===== src/rtl/core/nkl_pkg.sv =====
// Shared constants, entry type and ring addressing for the nearest-K list.
// Used by the top level, nkl_cost, the interfaces and the testbench; depends on nothing.
`default_nettype none

package nkl_pkg;

    // Sizing of the list and the visible window
    localparam int MAX_KEPT    = 32;
    localparam int WINDOW_ROWS = 80;

    localparam int IDX_W = (MAX_KEPT > 1) ? $clog2(MAX_KEPT) : 1;
    localparam int CNT_W = $clog2(MAX_KEPT + 1);
    localparam int ROW_W = $clog2(WINDOW_ROWS + 1);

    // Field widths fixed by the interface
    localparam int DIST_W   = 16;
    localparam int TAG_W    = 8;
    localparam int COST_W   = 15;
    localparam int TOP_W    = 15;
    localparam int ROWS_W   = 14;
    localparam int COLS_W   = 8;
    localparam int BUDGET_W = 16;
    localparam int SPENT_W  = BUDGET_W + 1;

    localparam logic [BUDGET_W-1:0] BUDGET_RESET = 16'd8192;

    // Item kinds
    localparam logic KIND_INSERT = 1'b0;
    localparam logic KIND_FINISH = 1'b1;

    typedef struct packed {
        logic [DIST_W-1:0] distance;
        logic [TAG_W-1:0]  tag;
        logic [COST_W-1:0] cost;
    } entry_t;

    localparam int ENTRY_W = $bits(entry_t);

    // Logical list position to physical slot; the list lives in a ring from head
    function automatic logic [IDX_W-1:0] phys_addr(input logic [IDX_W-1:0] head,
                                                   input logic [IDX_W-1:0] lidx);
        logic [IDX_W:0] sum;
        sum = {1'b0, head} + {1'b0, lidx};
        if (sum >= (IDX_W + 1)'(MAX_KEPT))
            sum = sum - (IDX_W + 1)'(MAX_KEPT);
        return sum[IDX_W-1:0];
    endfunction

endpackage

`default_nettype wire


===== src/rtl/core/nkl_if.sv =====
// Valid/ready channel interfaces for sprite items in and kept entries out.
// Depend on nkl_pkg for field widths.
`default_nettype none

interface nkl_in_if;
    logic                           valid;
    logic                           ready;
    logic                           kind;
    logic [nkl_pkg::DIST_W-1:0]     distance;
    logic signed [nkl_pkg::TOP_W-1:0] top_row;
    logic [nkl_pkg::ROWS_W-1:0]     row_count;
    logic [nkl_pkg::COLS_W-1:0]     column_count;
    logic [nkl_pkg::TAG_W-1:0]      sprite_tag;
    logic                           has_exempt;
    logic [nkl_pkg::DIST_W-1:0]     exempt_distance;

    modport source (output valid, kind, distance, top_row, row_count, column_count,
                    sprite_tag, has_exempt, exempt_distance, input ready);
    modport sink (input valid, kind, distance, top_row, row_count, column_count,
                  sprite_tag, has_exempt, exempt_distance, output ready);
endinterface

interface nkl_out_if;
    logic                        valid;
    logic                        ready;
    logic [nkl_pkg::TAG_W-1:0]   out_tag;
    logic [nkl_pkg::DIST_W-1:0]  out_distance;
    logic [nkl_pkg::COST_W-1:0]  pixel_cost;
    logic                        last;
    logic                        none_kept;

    modport source (output valid, out_tag, out_distance, pixel_cost, last, none_kept,
                    input ready);
    modport sink (input valid, out_tag, out_distance, pixel_cost, last, none_kept,
                  output ready);
endinterface

`default_nettype wire


===== src/rtl/core/nearest_k_list_with_pixel_budget.sv =====
// Top level of the nearest-K sprite list with pixel budget; sequencer and list store.
// Depends on nkl_pkg, nkl_if, nkl_ram and nkl_cost.
// The input is not ready while an item is in progress. An insert on a full list first
// fetches the farthest entry and drops the item if it is no nearer, else evicts that
// entry; it then moves each nearer entry one slot along to open the new entry's slot.
// A finish scans for the exempt distance, walks the budget near to far, then emits the
// kept entries far to near, or one none_kept beat, waiting while the output stalls.
// The single read port of the list memory is used at most once per cycle and serves
// every step. The list is a ring in that memory, so evicting
// the farthest entry only moves the head pointer. Results leave through an output
// register, so the last result may wait while the next item is taken. No clearing pass
// is needed after reset.
`default_nettype none

module nearest_k_list_with_pixel_budget (
    input  wire logic                         clk,
    input  wire logic                         rst_n,
    nkl_in_if.sink                            in_item,
    nkl_out_if.source                         out_item,
    input  wire logic                         cfg_we,
    input  wire logic [nkl_pkg::BUDGET_W-1:0] cfg_wdata
);
    import nkl_pkg::*;

    // Sequencer codes
    localparam logic [3:0] S_IDLE      = 4'd0;
    localparam logic [3:0] S_FULLCMP   = 4'd1;
    localparam logic [3:0] S_INS_START = 4'd2;
    localparam logic [3:0] S_INS_CMP   = 4'd3;
    localparam logic [3:0] S_SCAN      = 4'd4;
    localparam logic [3:0] S_BUDGET    = 4'd5;
    localparam logic [3:0] S_EMIT_RD   = 4'd6;
    localparam logic [3:0] S_EMIT_LD   = 4'd7;
    localparam logic [3:0] S_NONE      = 4'd8;

    localparam logic [CNT_W-1:0] FULL = CNT_W'(MAX_KEPT);

    logic [3:0]          state_reg, state_next;
    logic [CNT_W-1:0]    count_reg, count_next;
    logic [IDX_W-1:0]    head_reg, head_next;
    logic [CNT_W-1:0]    idx_reg, idx_next;
    logic [BUDGET_W-1:0] budget_reg;
    logic [SPENT_W-1:0]  spent_reg, spent_next;
    logic                pend_reg, pend_next;
    logic [IDX_W-1:0]    pend_idx_reg, pend_idx_next;
    logic                found_reg, found_next;
    logic                taken_reg, taken_next;
    logic                exhausted_reg, exhausted_next;
    logic                any_kept_reg, any_kept_next;
    logic [IDX_W-1:0]    last_idx_reg, last_idx_next;
    logic [MAX_KEPT-1:0] keep_reg, keep_next;
    logic                out_valid_reg, out_valid_next;

    // Item payload held for the run
    logic [DIST_W-1:0]   dist_reg, dist_next;
    logic [TAG_W-1:0]    tag_reg, tag_next;
    logic                has_exempt_reg, has_exempt_next;
    logic [DIST_W-1:0]   exempt_dist_reg, exempt_dist_next;
    logic [DIST_W-1:0]   near_dist_reg, near_dist_next;

    // Output register payload
    logic [TAG_W-1:0]    out_tag_reg, out_tag_next;
    logic [DIST_W-1:0]   out_dist_reg, out_dist_next;
    logic [COST_W-1:0]   out_cost_reg, out_cost_next;
    logic                out_last_reg, out_last_next;
    logic                out_none_reg, out_none_next;

    logic                accept;
    logic                out_free;
    logic                rd_en;
    logic [IDX_W-1:0]    rd_lidx;
    logic                wr_en;
    logic [IDX_W-1:0]    wr_lidx;
    entry_t              wr_entry;
    logic [ENTRY_W-1:0]  rd_data;
    entry_t              rd_entry;
    logic [COST_W-1:0]   new_cost;
    entry_t              new_entry;
    logic [CNT_W-1:0]    idx_dec;
    logic [CNT_W-1:0]    idx_dec2;
    logic [SPENT_W-1:0]  spent_sum;
    logic                over_budget;

    assign accept       = in_item.valid && in_item.ready;
    assign in_item.ready = (state_reg == S_IDLE);
    assign out_free     = !out_valid_reg || out_item.ready;

    assign rd_entry  = entry_t'(rd_data);
    assign new_entry = '{distance: dist_reg, tag: tag_reg, cost: new_cost};
    assign idx_dec   = idx_reg - CNT_W'(1);
    assign idx_dec2  = idx_reg - CNT_W'(2);

    // Shared add and compare of the budget walk
    assign spent_sum   = spent_reg + SPENT_W'(rd_entry.cost);
    assign over_budget = spent_sum > SPENT_W'(budget_reg);

    nkl_cost u_cost (
        .clk          (clk),
        .load         (accept),
        .top_row      (in_item.top_row),
        .row_count    (in_item.row_count),
        .column_count (in_item.column_count),
        .cost         (new_cost)
    );

    nkl_ram #(
        .DEPTH (MAX_KEPT),
        .WIDTH (ENTRY_W)
    ) u_list (
        .clk     (clk),
        .wr_en   (wr_en),
        .wr_addr (phys_addr(head_reg, wr_lidx)),
        .wr_data (wr_entry),
        .rd_en   (rd_en),
        .rd_addr (phys_addr(head_reg, rd_lidx)),
        .rd_data (rd_data)
    );

    // Sequencer
    always_comb
    begin
        state_next       = state_reg;
        count_next       = count_reg;
        head_next        = head_reg;
        idx_next         = idx_reg;
        spent_next       = spent_reg;
        pend_next        = pend_reg;
        pend_idx_next    = pend_idx_reg;
        found_next       = found_reg;
        taken_next       = taken_reg;
        exhausted_next   = exhausted_reg;
        any_kept_next    = any_kept_reg;
        last_idx_next    = last_idx_reg;
        keep_next        = keep_reg;
        dist_next        = dist_reg;
        tag_next         = tag_reg;
        has_exempt_next  = has_exempt_reg;
        exempt_dist_next = exempt_dist_reg;
        near_dist_next   = near_dist_reg;
        out_valid_next   = out_valid_reg && !out_item.ready;
        out_tag_next     = out_tag_reg;
        out_dist_next    = out_dist_reg;
        out_cost_next    = out_cost_reg;
        out_last_next    = out_last_reg;
        out_none_next    = out_none_reg;
        rd_en            = 1'b0;
        rd_lidx          = '0;
        wr_en            = 1'b0;
        wr_lidx          = '0;
        wr_entry         = new_entry;

        unique case (state_reg)
            S_IDLE:
            begin
                if (accept)
                begin
                    dist_next        = in_item.distance;
                    tag_next         = in_item.sprite_tag;
                    has_exempt_next  = in_item.has_exempt;
                    exempt_dist_next = in_item.exempt_distance;
                    idx_next         = count_reg;
                    pend_next        = 1'b0;
                    if (in_item.kind == KIND_INSERT)
                    begin
                        if (count_reg == FULL)
                        begin
                            // Fetch the farthest entry to test for eviction
                            rd_en      = 1'b1;
                            rd_lidx    = '0;
                            state_next = S_FULLCMP;
                        end
                        else
                            state_next = S_INS_START;
                    end
                    else if (count_reg == '0)
                        state_next = S_NONE;
                    else
                    begin
                        idx_next   = '0;
                        found_next = 1'b0;
                        state_next = S_SCAN;
                    end
                end
            end

            S_FULLCMP:
            begin
                if (dist_reg >= rd_entry.distance)
                    state_next = S_IDLE;
                else
                begin
                    head_next  = phys_addr(head_reg, IDX_W'(1));
                    count_next = FULL - CNT_W'(1);
                    idx_next   = FULL - CNT_W'(1);
                    state_next = S_INS_START;
                end
            end

            S_INS_START:
            begin
                if (idx_reg == '0)
                begin
                    wr_en      = 1'b1;
                    wr_lidx    = '0;
                    count_next = count_reg + CNT_W'(1);
                    state_next = S_IDLE;
                end
                else
                begin
                    rd_en      = 1'b1;
                    rd_lidx    = idx_dec[IDX_W-1:0];
                    state_next = S_INS_CMP;
                end
            end

            S_INS_CMP:
            begin
                // Entry at idx-1 is in rd_entry; nearer ones move down one slot
                wr_en   = 1'b1;
                wr_lidx = idx_reg[IDX_W-1:0];
                if (rd_entry.distance < dist_reg)
                begin
                    wr_entry = rd_entry;
                    idx_next = idx_dec;
                    if (idx_dec == '0)
                        state_next = S_INS_START;
                    else
                    begin
                        rd_en   = 1'b1;
                        rd_lidx = idx_dec2[IDX_W-1:0];
                    end
                end
                else
                begin
                    count_next = count_reg + CNT_W'(1);
                    state_next = S_IDLE;
                end
            end

            S_SCAN:
            begin
                // Look for the exempt distance, one read per cycle
                if (idx_reg != count_reg)
                begin
                    rd_en     = 1'b1;
                    rd_lidx   = idx_reg[IDX_W-1:0];
                    idx_next  = idx_reg + CNT_W'(1);
                    pend_next = 1'b1;
                end
                else
                    pend_next = 1'b0;
                if (pend_reg)
                begin
                    near_dist_next = rd_entry.distance;
                    if (rd_entry.distance == exempt_dist_reg)
                        found_next = 1'b1;
                end
                else if (idx_reg == count_reg)
                begin
                    if (!found_reg)
                        exempt_dist_next = near_dist_reg;
                    idx_next       = count_reg;
                    spent_next     = '0;
                    taken_next     = 1'b0;
                    exhausted_next = 1'b0;
                    any_kept_next  = 1'b0;
                    keep_next      = '0;
                    state_next     = S_BUDGET;
                end
            end

            S_BUDGET:
            begin
                // Walk near to far, one read per cycle
                if (idx_reg != '0)
                begin
                    rd_en         = 1'b1;
                    rd_lidx       = idx_dec[IDX_W-1:0];
                    idx_next      = idx_dec;
                    pend_next     = 1'b1;
                    pend_idx_next = idx_dec[IDX_W-1:0];
                end
                else
                    pend_next = 1'b0;
                if (pend_reg)
                begin
                    if (has_exempt_reg && !taken_reg
                        && rd_entry.distance == exempt_dist_reg)
                    begin
                        taken_next              = 1'b1;
                        keep_next[pend_idx_reg] = 1'b1;
                        if (!any_kept_reg)
                        begin
                            any_kept_next = 1'b1;
                            last_idx_next = pend_idx_reg;
                        end
                    end
                    else if (exhausted_reg || over_budget)
                        exhausted_next = 1'b1;
                    else
                    begin
                        spent_next              = spent_sum;
                        keep_next[pend_idx_reg] = 1'b1;
                        if (!any_kept_reg)
                        begin
                            any_kept_next = 1'b1;
                            last_idx_next = pend_idx_reg;
                        end
                    end
                end
                else if (idx_reg == '0)
                begin
                    state_next = any_kept_reg ? S_EMIT_RD : S_NONE;
                end
            end

            S_EMIT_RD:
            begin
                if (idx_reg == count_reg)
                begin
                    count_next = '0;
                    state_next = S_IDLE;
                end
                else if (keep_reg[idx_reg[IDX_W-1:0]])
                begin
                    rd_en      = 1'b1;
                    rd_lidx    = idx_reg[IDX_W-1:0];
                    state_next = S_EMIT_LD;
                end
                else
                    idx_next = idx_reg + CNT_W'(1);
            end

            S_EMIT_LD:
            begin
                if (out_free)
                begin
                    out_valid_next = 1'b1;
                    out_tag_next   = rd_entry.tag;
                    out_dist_next  = rd_entry.distance;
                    out_cost_next  = rd_entry.cost;
                    out_none_next  = 1'b0;
                    out_last_next  = (idx_reg[IDX_W-1:0] == last_idx_reg);
                    idx_next       = idx_reg + CNT_W'(1);
                    if (idx_reg[IDX_W-1:0] == last_idx_reg)
                    begin
                        count_next = '0;
                        state_next = S_IDLE;
                    end
                    else
                        state_next = S_EMIT_RD;
                end
            end

            S_NONE:
            begin
                if (out_free)
                begin
                    out_valid_next = 1'b1;
                    out_tag_next   = '0;
                    out_dist_next  = '0;
                    out_cost_next  = '0;
                    out_last_next  = 1'b0;
                    out_none_next  = 1'b1;
                    count_next     = '0;
                    state_next     = S_IDLE;
                end
            end

            default:
                state_next = S_IDLE;
        endcase
    end

    // Control state
    always_ff @(posedge clk or negedge rst_n)
    begin
        if (!rst_n)
        begin
            state_reg     <= S_IDLE;
            count_reg     <= '0;
            head_reg      <= '0;
            idx_reg       <= '0;
            budget_reg    <= BUDGET_RESET;
            spent_reg     <= '0;
            pend_reg      <= 1'b0;
            pend_idx_reg  <= '0;
            found_reg     <= 1'b0;
            taken_reg     <= 1'b0;
            exhausted_reg <= 1'b0;
            any_kept_reg  <= 1'b0;
            last_idx_reg  <= '0;
            keep_reg      <= '0;
            out_valid_reg <= 1'b0;
        end
        else
        begin
            state_reg     <= state_next;
            count_reg     <= count_next;
            head_reg      <= head_next;
            idx_reg       <= idx_next;
            spent_reg     <= spent_next;
            pend_reg      <= pend_next;
            pend_idx_reg  <= pend_idx_next;
            found_reg     <= found_next;
            taken_reg     <= taken_next;
            exhausted_reg <= exhausted_next;
            any_kept_reg  <= any_kept_next;
            last_idx_reg  <= last_idx_next;
            keep_reg      <= keep_next;
            out_valid_reg <= out_valid_next;
            if (cfg_we)
                budget_reg <= cfg_wdata;
        end
    end

    // Payload registers
    always_ff @(posedge clk)
    begin
        dist_reg        <= dist_next;
        tag_reg         <= tag_next;
        has_exempt_reg  <= has_exempt_next;
        exempt_dist_reg <= exempt_dist_next;
        near_dist_reg   <= near_dist_next;
        out_tag_reg     <= out_tag_next;
        out_dist_reg    <= out_dist_next;
        out_cost_reg    <= out_cost_next;
        out_last_reg    <= out_last_next;
        out_none_reg    <= out_none_next;
    end

    assign out_item.valid        = out_valid_reg;
    assign out_item.out_tag      = out_tag_reg;
    assign out_item.out_distance = out_dist_reg;
    assign out_item.pixel_cost   = out_cost_reg;
    assign out_item.last         = out_last_reg;
    assign out_item.none_kept    = out_none_reg;

    // Checks
    a_count_bound: assert property (@(posedge clk) disable iff (!rst_n)
        count_reg <= FULL)
        else $error("list count above capacity");

    a_ins_room: assert property (@(posedge clk) disable iff (!rst_n)
        state_reg == S_INS_START |-> count_reg < FULL)
        else $error("insert started on a full list");

    a_spent_bound: assert property (@(posedge clk) disable iff (!rst_n)
        state_reg == S_BUDGET |-> spent_reg <= SPENT_W'(budget_reg))
        else $error("admitted cost exceeds pixel budget");

    a_none_beat: assert property (@(posedge clk) disable iff (!rst_n)
        out_valid_reg && out_none_reg |-> !out_last_reg && out_tag_reg == '0
            && out_dist_reg == '0 && out_cost_reg == '0)
        else $error("empty-frame beat carries data");

endmodule

`default_nettype wire


===== src/rtl/core/nkl_ram.sv =====
// Generic single-write, single-read memory with registered read data.
// Self-contained; no package dependency.
`default_nettype none

module nkl_ram #(
    parameter int DEPTH = 32,
    parameter int WIDTH = 39,
    localparam int ADDR_W = (DEPTH > 1) ? $clog2(DEPTH) : 1
) (
    input  wire logic              clk,
    input  wire logic              wr_en,
    input  wire logic [ADDR_W-1:0] wr_addr,
    input  wire logic [WIDTH-1:0]  wr_data,
    input  wire logic              rd_en,
    input  wire logic [ADDR_W-1:0] rd_addr,
    output logic      [WIDTH-1:0]  rd_data
);

    logic [WIDTH-1:0] mem [DEPTH];

    // Write port
    always_ff @(posedge clk)
    begin
        if (wr_en)
            mem[wr_addr] <= wr_data;
    end

    // Read port, data held until the next read
    always_ff @(posedge clk)
    begin
        if (rd_en)
            rd_data <= mem[rd_addr];
    end

endmodule

`default_nettype wire


===== src/rtl/core/nkl_cost.sv =====
// Clipped pixel cost of one sprite rectangle, registered on load.
// Depends on nkl_pkg for the window height and field widths.
`default_nettype none

module nkl_cost (
    input  wire logic                                clk,
    input  wire logic                                load,
    input  wire logic signed [nkl_pkg::TOP_W-1:0]    top_row,
    input  wire logic [nkl_pkg::ROWS_W-1:0]          row_count,
    input  wire logic [nkl_pkg::COLS_W-1:0]          column_count,
    output logic [nkl_pkg::COST_W-1:0]               cost
);
    import nkl_pkg::*;

    localparam int SUM_W  = TOP_W + 2;
    localparam int PROD_W = COLS_W + ROW_W;
    localparam logic signed [SUM_W-1:0] WIN_S = SUM_W'(WINDOW_ROWS);

    logic signed [SUM_W-1:0] top_s;
    logic signed [SUM_W-1:0] bot_s;
    logic signed [SUM_W-1:0] top_c;
    logic signed [SUM_W-1:0] bot_c;
    logic signed [SUM_W-1:0] span;
    logic [ROW_W-1:0]        rows_c;
    logic [PROD_W-1:0]       prod;

    // Clip the row span to the window
    always_comb
    begin
        top_s = {{(SUM_W - TOP_W){top_row[TOP_W-1]}}, top_row};
        bot_s = top_s + signed'({{(SUM_W - ROWS_W){1'b0}}, row_count});
        top_c = top_s[SUM_W-1] ? '0 : top_s;
        bot_c = (bot_s > WIN_S) ? WIN_S : bot_s;
        span  = bot_c - top_c;
        rows_c = (bot_c <= top_c) ? '0 : span[ROW_W-1:0];
        prod   = PROD_W'(column_count) * PROD_W'(rows_c);
    end

    always_ff @(posedge clk)
    begin
        if (load)
            cost <= COST_W'(prod);
    end

endmodule

`default_nettype wire


===== src/flat_wrapper.sv =====
// flat-port wrapper written by rule: the top's interface ports become plain ports
module nearest_k_list_with_pixel_budget_flat import nkl_pkg::*;
  (clk, rst_n, cfg_we, cfg_wdata, in_item_valid, in_item_kind, in_item_distance, in_item_top_row, in_item_row_count, in_item_column_count, in_item_sprite_tag, in_item_has_exempt, in_item_exempt_distance, in_item_ready, out_item_valid, out_item_out_tag, out_item_out_distance, out_item_pixel_cost, out_item_last, out_item_none_kept, out_item_ready);
  nkl_in_if in_item_i ();
  nkl_out_if out_item_i ();
  input  wire logic clk;
  input  wire logic rst_n;
  input  wire logic cfg_we;
  input  wire logic [nkl_pkg::BUDGET_W-1:0] cfg_wdata;
  input wire logic [$bits(in_item_i.valid)-1:0] in_item_valid;
  input wire logic [$bits(in_item_i.kind)-1:0] in_item_kind;
  input wire logic [$bits(in_item_i.distance)-1:0] in_item_distance;
  input wire logic [$bits(in_item_i.top_row)-1:0] in_item_top_row;
  input wire logic [$bits(in_item_i.row_count)-1:0] in_item_row_count;
  input wire logic [$bits(in_item_i.column_count)-1:0] in_item_column_count;
  input wire logic [$bits(in_item_i.sprite_tag)-1:0] in_item_sprite_tag;
  input wire logic [$bits(in_item_i.has_exempt)-1:0] in_item_has_exempt;
  input wire logic [$bits(in_item_i.exempt_distance)-1:0] in_item_exempt_distance;
  output wire logic [$bits(in_item_i.ready)-1:0] in_item_ready;
  output wire logic [$bits(out_item_i.valid)-1:0] out_item_valid;
  output wire logic [$bits(out_item_i.out_tag)-1:0] out_item_out_tag;
  output wire logic [$bits(out_item_i.out_distance)-1:0] out_item_out_distance;
  output wire logic [$bits(out_item_i.pixel_cost)-1:0] out_item_pixel_cost;
  output wire logic [$bits(out_item_i.last)-1:0] out_item_last;
  output wire logic [$bits(out_item_i.none_kept)-1:0] out_item_none_kept;
  input wire logic [$bits(out_item_i.ready)-1:0] out_item_ready;
  assign in_item_i.valid = in_item_valid;
  assign in_item_i.kind = in_item_kind;
  assign in_item_i.distance = in_item_distance;
  assign in_item_i.top_row = in_item_top_row;
  assign in_item_i.row_count = in_item_row_count;
  assign in_item_i.column_count = in_item_column_count;
  assign in_item_i.sprite_tag = in_item_sprite_tag;
  assign in_item_i.has_exempt = in_item_has_exempt;
  assign in_item_i.exempt_distance = in_item_exempt_distance;
  assign in_item_ready = in_item_i.ready;
  assign out_item_valid = out_item_i.valid;
  assign out_item_out_tag = out_item_i.out_tag;
  assign out_item_out_distance = out_item_i.out_distance;
  assign out_item_pixel_cost = out_item_i.pixel_cost;
  assign out_item_last = out_item_i.last;
  assign out_item_none_kept = out_item_i.none_kept;
  assign out_item_i.ready = out_item_ready;
  nearest_k_list_with_pixel_budget u_core (.clk(clk), .rst_n(rst_n), .in_item(in_item_i), .out_item(out_item_i), .cfg_we(cfg_we), .cfg_wdata(cfg_wdata));
endmodule

===== config.mk =====
export PLATFORM = sky130hd
export DESIGN_NAME = nearest_k_list_with_pixel_budget_flat
export DESIGN_NICKNAME = d
export VERILOG_FILES = /design/src/rtl/core/nkl_pkg.sv /design/src/rtl/core/nkl_if.sv /design/src/rtl/core/nearest_k_list_with_pixel_budget.sv /design/src/rtl/core/nkl_ram.sv /design/src/rtl/core/nkl_cost.sv /design/src/flat_wrapper.sv
export SDC_FILE = /design/constraint.sdc
export NUM_CORES = 2
export LEC_CHECK = 0
export BUFFER_PORTS_ARGS = -buffer_cell sky130_fd_sc_hd__buf_4
export CORE_AREA = 2 2 380 382
export CTS_BUF_LIST = sky130_fd_sc_hd__clkbuf_2 sky130_fd_sc_hd__clkbuf_4 sky130_fd_sc_hd__clkbuf_8
export CTS_CLUSTER_DIAMETER = 30
export CTS_CLUSTER_SIZE = 20
export DETAILED_ROUTE_END_ITERATION = 8
export DIE_AREA = 0 0 382 384
export GPL_TIMING_DRIVEN = 1
export PLACE_DENSITY = 0.72
export REMOVE_ABC_BUFFERS = 1
export SLEW_MARGIN = 25
export SYNTH_ARGS = -nofsm -noshare
export SYNTH_HDL_FRONTEND = slang
export SYNTH_HIERARCHICAL = 1
export SYNTH_SLANG_ARGS = --single-unit

===== constraint.sdc =====
create_clock -name clk -period 13.5 [get_ports clk]
set_input_delay 2.7 -clock clk [delete_from_list [all_inputs] [get_ports clk]]
set_output_delay 2.7 -clock clk [all_outputs]
set_load 0.1 [all_outputs]

Yosys cells after proc, flatten, opt, wreduce, memory -nomap -nowiden:

Memory sizes are Yosys's and may differ from the RTL's. A register that Yosys moved wholly into a read port is not among the register bits.
Cells that the tools add are included.
W data, S select, Z words.

* flip-flop bits (word level): 215
* RAM bits: 1248
* input port bits: 100
* output and inout bits: 43
* memories: 1

* add/sub/neg operators: 13
* $mul: 1
* order comparisons: 11
* equal/unequal tests: 43
* multiplexer cells: 132
* bitwise gates (word level): 2
* reductions and logical operators: 38

Memory list
* u_core.u_list.mem: words 32, bits a word 39, read ports 1, clocked after memory_dff 1, write ports 1, line nkl_ram.sv:19 `logic [WIDTH-1:0] mem [DEPTH];`

Operators with widths (count)
* $mux W32: 5
* $mux W6: 18
* $mux W17: 6
* $mux W16: 6
* $mux W39: 2
* $mux W5: 14
* $pmux W16 S2: 2
* $pmux W32 S2: 1
* $mux W4: 14
* $pmux W6 S7: 1
* $mux W1: 36
* $pmux W4 S9: 1
* $pmux W6 S6: 1
* $pmux W17 S2: 1
* $or A32 B32 Y32: 1
* $mux W15: 2
* $ne A2 B1 Y1 const B: 15
* $pmux W15 S2: 1
* $pmux W5 S5: 1
* $ne A2 B2 Y1 const B: 12
* $ge A6 B6 Y1 const B: 3
* $logic_not A6 Y1: 3
* $reduce_and A6 Y1: 3
* $add A17 B15 Y17: 1
* 54 further kinds: 90

Depth between registers and ports, before layout:

* depth in word-level cells: 9
* mapped depth: 35

By module:

Netlist, hierarchy kept.

Modules (own cells, without submodules)
* nkl_ram: times used 1, cells each 2743, area each 49892.9 um^2
* nearest_k_list_with_pixel_budget: times used 1, cells each 1066, area each 11607.4 um^2
* nkl_cost: times used 1, cells each 399, area each 3681.0 um^2

Least setup slack after synthesis:

No wires, ideal clock.

* kind: in2reg
* from: in in_item_top_row[0]
* to: reg u_core/u_cost/cost[12] in the netlist's numbering, data pin
* library setup time: 258 ps
* data arrival time: 9771 ps
* data required time: 13242 ps
* path slack: 3472 ps
* cell stages on the path: 35
* path buffers: 0
* cell sequence: ha_1 > inv_1 > fa_1 > nand2b_1 > a21oi_1 > o21a_1 > a21boi_1 > xnor2_1 > nand4_2 > o21a_2 > nor2_1 > ha_1 > nor2b_1 > o21ai_1 > a21boi_1 > o21ai_1 > nand2b_1 > a311oi_4 > nor4_4 > and2_1 > fa_1 > inv_1 > fa_1 > inv_1 > fa_1 > inv_1 > fa_1 > inv_1 > ha_1 > nor2b_1 > o211ai_1 > nand2_1 > a41oi_1 > nor2b_1 > xnor2_1

* longest elaborated chain between the ends: 6

RTL lines
* start, declared: line flat_wrapper.sv:13 `input wire logic [$bits(in_item_i.top_row)-1:0] in_item_top_row;`
* $add A15 B15 Y16: line nkl_cost.sv:31 `bot_s = top_s + signed'({{(SUM_W - ROWS_W){1'b0}}, row_count});`
* $gt A17 B8 Y1: line nkl_cost.sv:33 `bot_c = (bot_s > WIN_S) ? WIN_S : bot_s;`
* $mux W17: line nkl_cost.sv:33
* $le A17 B15 Y1 or $sub A7 B7 Y7 (tied branches): line nkl_cost.sv:35, nkl_cost.sv:34
* $mux W7 (*): line nkl_cost.sv:35 `rows_c = (bot_c <= top_c) ? '0 : span[ROW_W-1:0];`
* $mul A8 B7 Y15 (*): line nkl_cost.sv:36 `prod = PROD_W'(column_count) * PROD_W'(rows_c);`
* net u_core.u_cost.prod[12]: line nkl_cost.sv:25 `logic [PROD_W-1:0] prod;`
* end signal, assigned: line nkl_cost.sv:42 `cost <= COST_W'(prod);`
* end, declared: line nkl_cost.sv:11 `output logic [nkl_pkg::COST_W-1:0] cost`

Mark *: on every way through the listed nets, which the timed path passes. The rest lies on a longest branch.
A chain may end at the register's enable or synchronous reset.

Worst setup path in the final report:

Ends and elaborated chain as after synthesis.

==> results.txt <==
outcome: completed
postcts setup bufs: 0
fin. max-slew vios: 0
vias in the first global route: 37760
hold path endpoint: u_core/keep_reg[17]
layout cells sized above 1: 0.1810
final hold vios: 0
Via Count: 38710
Hold WC Path Type: flip-flop to flip-flop
fin util: 0.5218
CP max-delay cell: a311oi_4
max incr delay on CP: 0.62 ns
FF+latch count, synth: 1502
clock root cell: clkbuf_8
Reg2Reg Setup Slack: 6.55 ns
clk sinks: 1502
DR vias/cell: 5.844
Initial DRT Pass Iterations: 6
CP Class: primary input to flip-flop
Tcrit/Tclk final: 0.7441
GRT overflow: 0
IO Count: 143
post-route cell area: 74510 sq um
Worst EP required: 14.15 ns
Hold-fix buffers, CTS: 0
worst r2r path cells: 19
Synth Warn #: 6
Hold Path Stages: 1
Max Root-Sink Buffers: 4
post-synthesis cell count: 4208
Final Critical Period: 10.05 ns
Seq/Total Area, Yosys: 0.6842
initial drt markers: 4819
first-pass GRT wire length: 242.2 mm
Port Buffer Count: 142
worst-margin pin slew: 1.107 ns
Core Box Area: 142800 sq um
GP Congestion: 0.8728
synth unique cells: 101
CP Launch Type: primary input
Setup Viol. Count Final: 0
initial core utilization: 0.4565
largest net degree at the start of global routing: 138
RSZ-0062 raised after global routing: false
Top FF cell, synth: edfxtp_1
Setup Skew: 0.08687 ns
launch point of the worst reg-to-reg path: u_core/idx_reg[0]
Post-DRT Antenna Nets: 0
Die Wd: 382 um
routed len/inst: 25.05 um
crit end category: flip-flop
largest driver fanout on the critical path: 8
cts bufs inserted: 289
MaxCap Viol Count: 0
die area: 146700 sq um
EDFF count, synth: 1400
CTS tree: yes
Layout area overhead: 14.31%
Post-Syn Area per Cell: 15.49 sq um
number of gates resized after CTS: 0
die height: 384 um
clock latency on the worst-skew pair: 0.98 ns
Final #Nets: 4772
Total GRT Usage: 0.2216
relative slew slack: 0.2621
Async S/R FF share, synth: 0.06791
HP Start: u_core/keep_reg[17]
Residual DRC: 0
total wire length: 165.9 mm
Largest register FFs: 1248
Post-DP Area: 68200 sq um
Post-DP HPWL: 87.83 mm
initial antenna violation count: 3
Layout fillers: 11420
Rows: 139
FF-to-FF End: u_core/u_list/rd_data[23]
Cell Area, Synth: 65180 sq um
clock-pin slew on the worst setup and hold paths: 0.05 ns
crit path DAT: 10.70 ns
H-tree depth: 5
fmax: 99.54 MHz
-- synthesized netlist by cell type, types with 6 or more instances --
library cell	instances	area share
nor2_1	107	0.0062
mux2_2	59	0.010
and2_0	9	0.00086
a22o_1	113	0.015
edfxtp_1	1400	0.64
xnor2_1	57	0.0077
nand4_1	20	0.0019
o21ai_1	23	0.0018
or3_1	7	0.00067
o21a_1	7	0.00081
nand2b_1	31	0.0030
buf_6	26	0.0045
inv_1	96	0.0055
o211ai_1	10	0.0012
buf_4	31	0.0036
fa_1	34	0.010
nor3_1	59	0.0045
nor3_2	6	0.00092
a22oi_1	119	0.014
nand3_1	142	0.011
mux2i_1	639	0.098
o31ai_1	6	0.00069
buf_2	57	0.0044
buf_8	10	0.0023
ha_1	125	0.024
clkbuf_1	62	0.0036
nor4_1	12	0.0012
xor2_1	20	0.0027
a21o_1	15	0.0017
o21ai_0	62	0.0048
nor2b_1	51	0.0049
buf_1	11	0.00063
nand3b_1	8	0.00092
mux2_1	13	0.0022
and2_1	50	0.0048
a211oi_1	7	0.00081
mux4_2	9	0.0031
dfrtp_1	101	0.039
o221ai_1	6	0.00081
nand2_1	238	0.014
nor3b_1	6	0.00069
a31oi_1	47	0.0045
and3_1	12	0.0012
a21oi_1	183	0.014
-- cells in the final DEF (no fill, tap or decap), types with 13 or more instances in the layout --
| cell | instances |
|---|---|
| clkbuf_4 | 30 |
| nor2b_1 | 49 |
| a22o_1 | 113 |
| xnor2_1 | 57 |
| a31oi_1 | 47 |
| inv_6 | 23 |
| buf_4 | 217 |
| o21ai_0 | 60 |
| edfxtp_1 | 1400 |
| mux2_2 | 59 |
| nor3_1 | 57 |
| nor2_1 | 72 |
| o21ai_1 | 25 |
| clkbuf_8 | 297 |
| nand3_1 | 142 |
| ha_1 | 124 |
| clkinv_4 | 18 |
| fa_1 | 34 |
| bufinv_16 | 37 |
| a21oi_1 | 183 |
| and2_1 | 49 |
| a22oi_1 | 119 |
| xor2_1 | 20 |
| inv_1 | 96 |
| clkinv_2 | 35 |
| clkinv_1 | 23 |
| nor2_4 | 34 |
| nand4_1 | 20 |
| dfrtp_1 | 101 |
| mux2i_1 | 639 |
| a21o_1 | 15 |
| nand2b_1 | 29 |
| mux2_1 | 13 |
| nand2_1 | 237 |
| clkinvlp_4 | 31 |
-- logic make-up after synthesis --
kind of cell	after synthesis	synth area share
xor+xnor	77	0.01035
fa+ha+maj	159	0.03444
flops	1502	0.6842
compound gates	662	0.07093
simple gates	782	0.05964
buf+inv	305	0.02659
mux	721	0.1139
-- layer usage --
layer,up-vias,global-route usage,wire length (um)
li1,16920,-,-
met1,19560,0.3020,66770
met2,1953,0.3580,79630
met3,277,0.04429,15540
met4,0,0.07130,3980
met5,-,0,0
-- stage by stage --
| step | TNS (ns) | std cells | setup slack, ns | hold WS, ns |
|---|---|---|---|---|
| 6_report | 0 | 6623 | 3.454 | 0.5008 |
| 5_1_grt | 0 | 6622 | 2.944 | 0.5191 |
| 4_1_cts | 0 | 6621 | 3.622 | 0.5002 |
| 3_5_place_dp | 0 | 6125 | 2.648 | 0.4853 |
| 3_3_place_gp | 0 | 6125 | 2.740 | 0.4829 |
| 2_1_floorplan | -408.01 | 4003 | -10.46 | 0.4677 |
-- area by class of cell --
type	instances	area (sq um)	area share
clock inverters	169	1994	0.02677
clock buffers	327	4313	0.05788
well taps	1903	2381	0.03196
multi-input cells	2401	19180	0.2574
flip-flops and latches	1502	44590	0.5985
diodes	2	5.005	0.00006717
repair buffers	219	1669	0.02240
inverters	100	375.4	0.005038
-- worst max path at each step --
stage / slack [ns] / startpoint / endpoint
after floorplan: -10.46 / u_core/u_list/rd_data[34] / u_core/u_list/rd_data[0]
after global placement: 2.74 / in_item_top_row[0] / u_core/u_cost/cost[12]
after detailed placement: 2.65 / in_item_top_row[0] / u_core/u_cost/cost[12]
after CTS: 3.62 / in_item_top_row[0] / u_core/u_cost/cost[12]
after global routing: 2.94 / in_item_top_row[0] / u_core/u_cost/cost[12]
final: 3.45 / in_item_top_row[0] / u_core/u_cost/cost[12]
-- critical path, delay by kind of cell --
family	cells	cell delay, ns
fa+ha+maj	8	3.20
compound gates	10	2.61
xor+xnor	2	0.24
buf+inv	6	0.35
simple gates	10	1.58
Power is not shown: default switching activity piles up to over one toggle a cycle in this logic, so the estimate is an artifact.
